$ cat src/toy_accumulator_cpu_execute_core_defines.svh
// assertion macros shared by the execute core
`ifndef TOY_ACCUMULATOR_CPU_EXECUTE_CORE_DEFINES_SVH
`define TOY_ACCUMULATOR_CPU_EXECUTE_CORE_DEFINES_SVH

// implication checked on every edge outside reset
`define TAC_ASSERT_IMP(label, ante, cons) \
  label: assert property (@(posedge clk) disable iff (!rst_n) (ante) |-> (cons)) \
    else $error("%m: check failed");

// implication checked in the next cycle
`define TAC_ASSERT_NEXT(label, ante, cons) \
  label: assert property (@(posedge clk) disable iff (!rst_n) (ante) |=> (cons)) \
    else $error("%m: check failed");

`endif

$ cat src/tac_pkg.sv
package tac_pkg;

  localparam int STACK_DEPTH = 16;
  localparam int HEAP_DEPTH  = 256;
  localparam int SP_W        = $clog2(STACK_DEPTH);
  localparam int LVL_W       = $clog2(STACK_DEPTH + 1);
  localparam int HA_W        = $clog2(HEAP_DEPTH);

  localparam logic [7:0] OP_HALT = 8'h00;
  localparam logic [7:0] OP_LDR0 = 8'h01;
  localparam logic [7:0] OP_LDR1 = 8'h02;
  localparam logic [7:0] OP_ADD  = 8'h03;
  localparam logic [7:0] OP_STOR = 8'h04;
  localparam logic [7:0] OP_PRT  = 8'h05;
  localparam logic [7:0] OP_BEEP = 8'h06;
  localparam logic [7:0] OP_MULT = 8'h07;
  localparam logic [7:0] OP_DIV  = 8'h08;
  localparam logic [7:0] OP_SUB  = 8'h09;
  localparam logic [7:0] OP_JEQ  = 8'h0A;
  localparam logic [7:0] OP_JNE  = 8'h0B;
  localparam logic [7:0] OP_JLT  = 8'h0C;
  localparam logic [7:0] OP_JGT  = 8'h0D;
  localparam logic [7:0] OP_CALL = 8'h0E;
  localparam logic [7:0] OP_RET  = 8'h0F;
  localparam logic [7:0] OP_INT  = 8'h10;
  localparam logic [7:0] OP_CMP  = 8'h11;
  localparam logic [7:0] OP_JNZ  = 8'h12;
  localparam logic [7:0] OP_JMP  = 8'h13;
  localparam logic [7:0] OP_JZ   = 8'h14;
  localparam logic [7:0] OP_INC0 = 8'h15;
  localparam logic [7:0] OP_INC1 = 8'h16;
  localparam logic [7:0] OP_DEC0 = 8'h17;
  localparam logic [7:0] OP_DEC1 = 8'h18;

  localparam logic [2:0] FLT_NONE  = 3'd0;
  localparam logic [2:0] FLT_BADOP = 3'd1;
  localparam logic [2:0] FLT_DIV0  = 3'd2;
  localparam logic [2:0] FLT_OVFL  = 3'd3;
  localparam logic [2:0] FLT_UNFL  = 3'd4;

  // decoded instruction classes
  typedef enum logic [3:0] {
    K_NOP, K_HALT, K_LDR0, K_LDR1, K_ALU, K_STOR, K_PRT, K_BEEP,
    K_DIV, K_JCC, K_CALL, K_RET, K_JMP, K_BAD
  } kind_t;

  typedef struct packed {
    kind_t      kind;
    logic [7:0] opcode;
    logic [7:0] operand;
  } dec_t;

  typedef struct packed {
    logic [7:0] next_fetch_address;
    logic       halted;
    logic       print_valid;
    logic [7:0] print_address;
    logic [7:0] print_value;
    logic       beep;
    logic [2:0] fault;
  } res_t;

  typedef struct packed {
    logic [7:0] opcode;
    logic [7:0] operand;
  } req_t;

  function automatic kind_t classify(input logic [7:0] op);
    kind_t k;
    k = K_BAD;
    case (op)
      OP_HALT: k = K_HALT;
      OP_LDR0: k = K_LDR0;
      OP_LDR1: k = K_LDR1;
      OP_ADD, OP_MULT, OP_SUB, OP_INC0, OP_INC1, OP_DEC0, OP_DEC1: k = K_ALU;
      OP_STOR: k = K_STOR;
      OP_PRT:  k = K_PRT;
      OP_BEEP: k = K_BEEP;
      OP_DIV:  k = K_DIV;
      OP_JEQ, OP_JNE, OP_JLT, OP_JGT, OP_JNZ, OP_JZ: k = K_JCC;
      OP_CALL: k = K_CALL;
      OP_RET:  k = K_RET;
      OP_INT, OP_CMP: k = K_NOP;
      OP_JMP:  k = K_JMP;
      default: k = K_BAD;
    endcase
    return k;
  endfunction

endpackage

$ cat src/tac_if.sv
interface tac_req_if;
  import tac_pkg::*;
  logic valid;
  logic ready;
  req_t data;
  modport source (output valid, output data, input ready);
  modport sink (input valid, input data, output ready);
endinterface

interface tac_res_if;
  import tac_pkg::*;
  logic valid;
  logic ready;
  res_t data;
  modport source (output valid, output data, input ready);
  modport sink (input valid, input data, output ready);
endinterface

$ cat src/tac_front.sv
`include "toy_accumulator_cpu_execute_core_defines.svh"
module tac_front
  import tac_pkg::*;
(
  input  logic       clk,
  input  logic       rst_n,
  input  logic       in_valid,
  output logic       in_ready,
  input  req_t       in_data,
  output logic       q_valid,
  input  logic       q_ready,
  output dec_t       q_data
);

  // two-entry queue of decoded requests
  dec_t       mem_r [2];
  logic       wp_r, rp_r;
  logic [1:0] cnt_r;
  logic       push, pop;

  assign in_ready = (cnt_r != 2'd2);
  assign push     = in_valid && in_ready;
  assign q_valid  = (cnt_r != 2'd0);
  assign pop      = q_valid && q_ready;
  assign q_data   = mem_r[rp_r];

  always_ff @(posedge clk) begin
    if (push) begin
      mem_r[wp_r] <= '{kind: classify(in_data.opcode), opcode: in_data.opcode,
                       operand: in_data.operand};
    end
  end

  // pointers and fill
  always_ff @(posedge clk) begin
    if (!rst_n) begin
      wp_r  <= 1'b0;
      rp_r  <= 1'b0;
      cnt_r <= 2'd0;
    end else begin
      if (push) wp_r <= ~wp_r;
      if (pop) rp_r <= ~rp_r;
      cnt_r <= cnt_r + {1'b0, push} - {1'b0, pop};
    end
  end

  `TAC_ASSERT_IMP(a_no_overfill, cnt_r == 2'd2, !push)
  `TAC_ASSERT_NEXT(a_push_only, cnt_r == 2'd0 && !push, cnt_r == 2'd0)
  `TAC_ASSERT_IMP(a_cnt_range, 1'b1, cnt_r != 2'd3)

endmodule

$ cat src/tac_back.sv
`include "toy_accumulator_cpu_execute_core_defines.svh"
module tac_back
  import tac_pkg::*;
(
  input  logic clk,
  input  logic rst_n,
  input  logic q_valid,
  output logic q_ready,
  input  dec_t q_data,
  output logic out_valid,
  input  logic out_ready,
  output res_t out_data
);

  localparam logic [2:0] S_IDLE = 3'd0;
  localparam logic [2:0] S_EXEC = 3'd1;
  localparam logic [2:0] S_DIV  = 3'd2;
  localparam logic [2:0] S_RD   = 3'd3;
  localparam logic [2:0] S_OUT  = 3'd4;
  localparam logic [2:0] S_CLR  = 3'd5;

  logic [2:0]  st_r;
  logic [7:0]  pc_r, acc_r, r1_r;
  logic [LVL_W-1:0] lvl_r;
  logic        halt_r;
  dec_t        ins_r;
  res_t        res_r;
  res_t        res_nxt;
  logic [HA_W-1:0] clr_r;
  logic [7:0]  heap [HEAP_DEPTH];
  logic [7:0]  stk [STACK_DEPTH];
  logic [7:0]  rd_r;
  // divider
  logic [7:0]  quo_r, rem_r;
  logic [3:0]  dcnt_r;
  logic [8:0]  trial;
  logic [HA_W-1:0] haddr;
  logic [15:0] prod;
  logic        take;
  logic        jc;

  assign haddr    = ins_r.operand[HA_W-1:0];
  assign q_ready  = (st_r == S_IDLE);
  assign take     = q_valid && q_ready;
  assign out_valid = (st_r == S_OUT);
  assign out_data = res_r;
  assign trial    = {rem_r, quo_r[7]} - {1'b0, r1_r};
  assign prod     = acc_r * r1_r;

  always_comb begin
    unique case (ins_r.opcode)
      OP_JEQ:  jc = (acc_r == r1_r);
      OP_JNE:  jc = (acc_r != r1_r);
      OP_JLT:  jc = (acc_r < r1_r);
      OP_JGT:  jc = (acc_r > r1_r);
      OP_JNZ:  jc = (acc_r != 8'd0);
      default: jc = (acc_r == 8'd0);
    endcase
  end

  // result of the instruction held in ins_r
  always_comb begin
    res_nxt = '{next_fetch_address: pc_r, halted: halt_r, print_valid: 1'b0,
                print_address: 8'd0, print_value: 8'd0, beep: 1'b0,
                fault: FLT_NONE};
    if (!halt_r) begin
      unique case (ins_r.kind)
        K_HALT: begin
          res_nxt.halted = 1'b1;
          res_nxt.next_fetch_address = pc_r + 8'd1;
        end
        K_LDR0, K_LDR1, K_STOR: res_nxt.next_fetch_address = pc_r + 8'd2;
        K_ALU, K_NOP: res_nxt.next_fetch_address = pc_r + 8'd1;
        K_PRT: begin
          res_nxt.next_fetch_address = pc_r + 8'd2;
          res_nxt.print_valid = 1'b1;
          res_nxt.print_address = 8'(haddr);
        end
        K_BEEP: begin
          res_nxt.next_fetch_address = pc_r + 8'd1;
          res_nxt.beep = 1'b1;
        end
        K_DIV: begin
          res_nxt.next_fetch_address = pc_r + 8'd1;
          if (r1_r == 8'd0) res_nxt.fault = FLT_DIV0;
        end
        K_JCC: res_nxt.next_fetch_address = jc ? ins_r.operand : pc_r + 8'd2;
        K_CALL: begin
          if (lvl_r >= LVL_W'(STACK_DEPTH)) begin
            res_nxt.next_fetch_address = pc_r + 8'd2;
            res_nxt.fault = FLT_OVFL;
          end else begin
            res_nxt.next_fetch_address = ins_r.operand;
          end
        end
        K_RET: begin
          if (lvl_r == '0) begin
            res_nxt.next_fetch_address = pc_r + 8'd1;
            res_nxt.fault = FLT_UNFL;
          end else begin
            res_nxt.next_fetch_address = stk[SP_W'(lvl_r - 1'b1)];
          end
        end
        K_JMP: res_nxt.next_fetch_address = ins_r.operand;
        default: begin
          res_nxt.next_fetch_address = pc_r + 8'd1;
          res_nxt.fault = FLT_BADOP;
        end
      endcase
    end
  end

  // heap: cleared after reset, one entry a cycle, read registered
  always_ff @(posedge clk) begin
    if (st_r == S_CLR) heap[clr_r] <= 8'd0;
    else if (st_r == S_EXEC && !halt_r && ins_r.kind == K_STOR) heap[haddr] <= acc_r;
    rd_r <= heap[haddr];
  end

  // return stack
  always_ff @(posedge clk) begin
    if (st_r == S_EXEC && !halt_r && ins_r.kind == K_CALL && lvl_r < LVL_W'(STACK_DEPTH))
      stk[lvl_r[SP_W-1:0]] <= pc_r + 8'd2;
  end

  // sequencer and machine state
  always_ff @(posedge clk) begin
    if (!rst_n) begin
      st_r   <= S_CLR;
      clr_r  <= '0;
      pc_r   <= 8'd0;
      acc_r  <= 8'd0;
      r1_r   <= 8'd0;
      lvl_r  <= '0;
      halt_r <= 1'b0;
      dcnt_r <= 4'd0;
    end else begin
      unique case (st_r)
        S_CLR: begin
          clr_r <= clr_r + 1'b1;
          if (clr_r == HA_W'(HEAP_DEPTH - 1)) st_r <= S_IDLE;
        end
        S_IDLE: begin
          if (take) begin
            ins_r <= q_data;
            st_r  <= S_EXEC;
          end
        end
        S_EXEC: begin
          res_r <= res_nxt;
          pc_r  <= res_nxt.next_fetch_address;
          st_r  <= (!halt_r && ins_r.kind == K_PRT) ? S_RD :
                   (!halt_r && ins_r.kind == K_DIV && r1_r != 8'd0) ? S_DIV : S_OUT;
          if (!halt_r) begin
            unique case (ins_r.kind)
              K_HALT: halt_r <= 1'b1;
              K_LDR0: acc_r <= ins_r.operand;
              K_LDR1: r1_r <= ins_r.operand;
              K_ALU: begin
                case (ins_r.opcode)
                  OP_ADD:  acc_r <= acc_r + r1_r;
                  OP_MULT: acc_r <= prod[7:0];
                  OP_SUB:  acc_r <= acc_r - r1_r;
                  OP_INC0: acc_r <= acc_r + 8'd1;
                  OP_INC1: r1_r <= r1_r + 8'd1;
                  OP_DEC0: acc_r <= acc_r - 8'd1;
                  default: r1_r <= r1_r - 8'd1;
                endcase
              end
              K_DIV: begin
                if (r1_r == 8'd0) begin
                  acc_r <= 8'hFF;
                end else begin
                  quo_r  <= acc_r;
                  rem_r  <= 8'd0;
                  dcnt_r <= 4'd8;
                end
              end
              K_CALL: begin
                if (lvl_r < LVL_W'(STACK_DEPTH)) lvl_r <= lvl_r + 1'b1;
              end
              K_RET: begin
                if (lvl_r != '0) lvl_r <= lvl_r - 1'b1;
              end
              default: begin
              end
            endcase
          end
        end
        S_RD: begin
          res_r.print_value <= rd_r;
          st_r <= S_OUT;
        end
        S_DIV: begin
          // one restoring step per cycle
          if (!trial[8]) begin
            rem_r <= trial[7:0];
            quo_r <= {quo_r[6:0], 1'b1};
          end else begin
            rem_r <= {rem_r[6:0], quo_r[7]};
            quo_r <= {quo_r[6:0], 1'b0};
          end
          dcnt_r <= dcnt_r - 4'd1;
          // last step: quotient straight into the accumulator
          if (dcnt_r == 4'd1) begin
            acc_r <= {quo_r[6:0], ~trial[8]};
            st_r  <= S_OUT;
          end
        end
        S_OUT: begin
          if (out_ready) st_r <= S_IDLE;
        end
        default: st_r <= S_IDLE;
      endcase
    end
  end

  `TAC_ASSERT_IMP(a_lvl_range, 1'b1, lvl_r <= LVL_W'(STACK_DEPTH))
  `TAC_ASSERT_NEXT(a_halt_sticky, halt_r, halt_r)
  `TAC_ASSERT_IMP(a_out_halt, out_valid, res_r.halted == halt_r)

endmodule

$ cat src/toy_accumulator_cpu_execute_core.sv
// channel | dir | payload
// in_     | in  | opcode, operand
// out_    | out | next_fetch_address, halted, print, beep, fault
// an instruction passes S_EXEC then S_OUT; print adds S_RD (heap read)
// and nonzero divide adds S_DIV (one quotient bit a cycle, restoring divider)
// after reset all 256 heap entries are cleared before any request is executed
// the front queue holds two requests, so input takes requests while a result stalls
module toy_accumulator_cpu_execute_core
  import tac_pkg::*;
(
  input logic  clk,
  input logic  rst_n,
  tac_req_if.sink   in_ch,
  tac_res_if.source out_ch
);

  logic q_valid, q_ready;
  dec_t q_data;

  // decode and queue
  tac_front u_front (
    .clk, .rst_n,
    .in_valid(in_ch.valid), .in_ready(in_ch.ready), .in_data(in_ch.data),
    .q_valid, .q_ready, .q_data
  );

  // execute
  tac_back u_back (
    .clk, .rst_n,
    .q_valid, .q_ready, .q_data,
    .out_valid(out_ch.valid), .out_ready(out_ch.ready), .out_data(out_ch.data)
  );

endmodule
$ cat src/flat_wrapper.sv
// flat-port wrapper written by rule: the top's interface ports become plain ports
module toy_accumulator_cpu_execute_core_flat import tac_pkg::*;
  (clk, rst_n, in_ch_valid, in_ch_data, in_ch_ready, out_ch_valid, out_ch_data, out_ch_ready);
  tac_req_if in_ch_i ();
  tac_res_if out_ch_i ();
  input logic clk;
  input logic rst_n;
  input wire logic [$bits(in_ch_i.valid)-1:0] in_ch_valid;
  input wire logic [$bits(in_ch_i.data)-1:0] in_ch_data;
  output wire logic [$bits(in_ch_i.ready)-1:0] in_ch_ready;
  output wire logic [$bits(out_ch_i.valid)-1:0] out_ch_valid;
  output wire logic [$bits(out_ch_i.data)-1:0] out_ch_data;
  input wire logic [$bits(out_ch_i.ready)-1:0] out_ch_ready;
  assign in_ch_i.valid = in_ch_valid;
  assign in_ch_i.data = in_ch_data;
  assign in_ch_ready = in_ch_i.ready;
  assign out_ch_valid = out_ch_i.valid;
  assign out_ch_data = out_ch_i.data;
  assign out_ch_i.ready = out_ch_ready;
  toy_accumulator_cpu_execute_core u_core (.clk(clk), .rst_n(rst_n), .in_ch(in_ch_i), .out_ch(out_ch_i));
endmodule
$ cat config.mk
export PLATFORM = sky130hd
export DESIGN_NAME = toy_accumulator_cpu_execute_core_flat
export DESIGN_NICKNAME = d
export VERILOG_FILES = /design/src/tac_pkg.sv /design/src/tac_if.sv /design/src/tac_front.sv /design/src/tac_back.sv /design/src/toy_accumulator_cpu_execute_core.sv /design/src/flat_wrapper.sv
export VERILOG_INCLUDE_DIRS = /design/src /design/src/src
export SDC_FILE = /design/constraint.sdc
export NUM_CORES = 2
export LEC_CHECK = 0
export ABC_AREA = 0
export BUFFER_PORTS_ARGS = -buffer_cell sky130_fd_sc_hd__buf_2
export CAP_MARGIN = 10
export CORE_AREA = 2 2 437 439
export DETAILED_ROUTE_END_ITERATION = 10
export DIE_AREA = 0 0 439 441
export HOLD_SLACK_MARGIN = 0.1
export PLACE_DENSITY_LB_ADDON = 0.2
export SLEW_MARGIN = 30
export SYNTH_ARGS = -nofsm -noshare
export SYNTH_HDL_FRONTEND = slang
export SYNTH_SLANG_ARGS = --single-unit
$ cat constraint.sdc
create_clock -name clk -period 11.5 [get_ports clk]
set_clock_uncertainty 0.15 [all_clocks]
set_input_delay 2.875 -clock clk [delete_from_list [all_inputs] [get_ports clk]]
set_output_delay 2.875 -clock clk [all_outputs]
set_load 0.05 [all_outputs]
==> summary.md <==
| Metric | Value |
|---|---|
| Worst reg-to-reg setup slack | `6.17 ns` |
| Largest family of logic cells by synthesized area | `multiplexers` |
| Initial antenna violation count | `6` |
| Minimum clock period | `5.35 ns` |
| Grt ovf | `0` |
| Grt met1 use | `32.7%` |
| Vias in the first global route | `45600` |
| WL/cell | `30.7 um` |
| Hold Vio Cnt, Final | `0` |
| Worst-case reg-to-reg path depth | `8` |
| Final setup fails | `0` |
| Synthesized area | `93900 um2` |
| CP Data Required Time | `8.48 ns` |
| Syn-to-layout area delta | `11.6%` |
| Post-CTS setup buffer count | `0` |
| CTS H-tree depth | `4` |
| Synth async-reset ratio | `0%` |
| I/O pin total | `52` |
| TritonRoute pass-1 iters | `6` |
| Sequential Power Share | `53.7%` |
| Internal | `13.7 mW` |
| Leakage power | `27.5 nW` |
| Worst hold-check path type | `flop to flop` |
| Ranking of synthesized cells by area | `edfxtp_1 (73%), mux4_2 (16%), nor2_1 (1.5%), dfxtp_1 (1.2%), ha_1 (0.91%)` |
| Pwr Total | `17.6 mW` |
| Root buf cell | `clkbuf_16` |
| TritonCTS clock tree | `built` |
| Logic pwr share | `4.4%` |
| Post-Place Setup Slack | `6.12 ns` |
| Max frequency | `0.187 GHz` |
| Final Cycle Share | `46.6%` |
| Total CTS buffers | `228` |
| Area of the core | `189000 um2` |
| Ys flop type | `edfxtp_1` |
| Worst Hold Launch | `u_core.u_front.mem_r[0][10]` |
| Critical Path AT | `2.33 ns` |
| Die width | `439 um` |
| Clk pwr share | `41.9%` |
| First-pass GRT wire length | `326000 um` |
| Detailed placement HPWL | `129000 um` |
| Design area | `105000 um2` |
| Clk sinks | `2339` |
| XOR/XNOR Fraction of Synth Area | `0.699%` |
| Via count | `45700` |
| Count leader, synth | `edfxtp_1` |
| Post-CTS Resized | `0` |
| Net Sw Frac | `22.1%` |
| Register area share after synthesis | `74.2%` |
| Cells after DPL | `6958` |
| Drt total wl | `227000 um` |
| Critical Path Sink Type | `output port` |
| Synth area leader | `edfxtp_1` |
| Post-Syn Nets | `4684` |
| Reg clk slew, reported paths | `0.06 ns` |
| Unique masters post-synth | `72` |
| Crit path to | `out_ch_valid` |
| Slew Viols, Final | `0` |
| Mean area per synthesized cell | `20.5 um2` |
| Status | `finished clean` |
| Post-route DRC violation count | `0` |
| CP Launch Point | `u_core.u_back.st_r[1]` |
| Rel. slew slack | `31.5%` |
| Worst setup margin | `6.15 ns` |
| Core Rows | `160` |
| Psw | `3.88 mW` |
| Startpoint Class | `flop` |
| Initial Util | `49.7%` |
| Largest net degree at the start of global routing | `225` |
| RSZ-0062 raised after global routing | `false` |
| Pwr dens | `168 nW/um2` |
| Met3 Usage GRT | `5.25%` |
| Final nets | `4786` |
| Maximum vdd drop | `0.000166 V` |
| FF-to-FF End | `u_core.u_back.rd_r[0]` |
| Post-Route Utilization | `55.4%` |
| Minimum hold slack | `0.373 ns` |
| Antenna Violating Nets Remaining | `0` |
| Clock Latency Late Sink | `0.88 ns` |
| GR peak layer | `met2` |
| Non-filler cells, final | `7398` |
| Max clock buf depth | `3` |
| Total track usage | `23.5%` |
| Synth warn | `0` |
| Critical register-to-register path startpoint | `u_core.u_back.haddr[0]` |
| Die H | `441 um` |
| Commonest cells post-synth | `edfxtp_1 (2282), mux4_2 (672), nor2_1 (365)` |
| Synthesized flop and latch total | `2339` |
| Layout cells sized above 1 | `26.4%` |
| Routability cong. | `0.835` |
| DIE AREA | `194000 um2` |
| Synth Instances | `4580` |
| Hold buffers post-CTS | `0` |
| Adder-cell share of the synthesized area | `1.25%` |
| DR iter-0 viols | `5420` |
| Port Buffers | `51` |
| Top-area cell type share of the netlist area | `73.0%` |
| Setup CP Type | `flop to output port` |
| Met2 GRT Util | `37.5%` |
| Worst Tran Pin Value | `1.02 ns` |
| Multiplexer share of the synthesized area | `16.7%` |
| EDFF count, synth | `2282` |
| Synth Area in Compound Gates | `2.31%` |
| Number of vias per cell | `6.18` |
| Worst Path Max Fanout | `17` |
| Synth Area in Simple Gates | `3.39%` |
| Post-DP Area | `97300 um2` |
| Max cap viols | `0` |
| Final setup TNS | `0 ns` |
-- power by group through the flow --
| stage | logic [mW] | clock network [mW] | registers, mW |
|---|---|---|---|
| floorplan | 0.389 | 0 | 9.63 |
| global placement | 0.725 | 0 | 9.61 |
| detailed placement | 0.756 | 0 | 9.61 |
| CTS | 0.761 | 7.48 | 9.43 |
| global route | 0.810 | 7.80 | 9.44 |
| finish | 0.771 | 7.37 | 9.43 |
-- logic make-up after synthesis --
kind of cell,count (synthesis)
AOI/OAI and AO/OA,313
xor gates and xnor gates,75
adders and majority gates,84
buffers and inverters,320
DFF,2339
muxes,724
and+or+nand+nor,725
-- placed cells by master (no fill, tap or decap), types with 12 or more instances in the layout --
master     count
ha_1          68
a21o_1        15
xor2_1        20
nor2_2        82
a221oi_1      24
nand4_1       12
buf_12        12
clkbuf_16    228
nand2_1      163
edfxtp_1    2282
clkbuf_1      50
o21ai_0       51
clkinv_2      45
nand3b_1      13
buf_4         58
nand3_1       20
nor2_1       279
fa_1          16
mux2_2        23
xnor2_1       53
clkinv_1      55
and3_1        13
o221ai_1      13
dfxtp_1       55
nor2b_1       15
mux2i_1       28
inv_1         58
a21oi_1       62
a22o_1        16
and2_1        23
mux4_2       672
or3_1         12
bufinv_16     18
a22oi_1       41
buf_2         52
nand2b_1      15
nor3_1        19
-- how the worst min path moves through the flow --
stage,to,slack (ns),cells past startpoint
final,u_core.u_back.ins_r[10],0.37,1
after global routing,u_core.u_back.dcnt_r[0],0.40,2
after CTS,u_core.u_back.dcnt_r[0],0.38,2
after detailed placement,u_core.u_back.dcnt_r[0],0.37,2
after global placement,u_core.u_back.dcnt_r[0],0.34,2
after floorplan,u_core.u_back.dcnt_r[0],0.32,2
-- metal layers --
layer	vias up	routed length [um]
met3	363	17700
met4	6	6520
met1	24400	92300
met5	-	35
met2	1841	110000
li1	19100	-
-- worst max-delay path, stage by stage, from the launching register on --
cell and delay [ns]:
dfxtp_1 0.78, nor2_1 0.23, and2_1 0.23, buf_2 0.21
-- state kept, by name, indices dropped and copies added (netlist names), 8 cells and up --
signal                  cells
u_core.u_back.out_data     30
u_core.u_back.heap       2048
u_core.u_back.haddr         8
u_core.u_back.stk         128
u_core.u_back.acc_r         8
u_core.u_back.r1_r          8
u_core.u_back.quo_r         8
u_core.u_back.pc_r          8
u_core.u_back.clr_r         8
u_core.u_back.rd_r          8
u_core.u_back.ins_r        12
u_core.u_back.rem_r         8
u_core.u_front.mem_r       40
-- layout make-up --
| cell class | instances | area (um2) |
|---|---|---|
| tap | 2511 | 3140 |
| multi-input combinational | 1921 | 23300 |
| timing repair buffer | 132 | 1110 |
| inverter | 60 | 225 |
| clock buffer | 286 | 6000 |
| clock inverter | 145 | 1400 |
| sequential | 2339 | 69700 |
| antenna | 4 | 10.0 |
| fill | 14100 | 84300 |
Power figures use the tool's default switching activity.
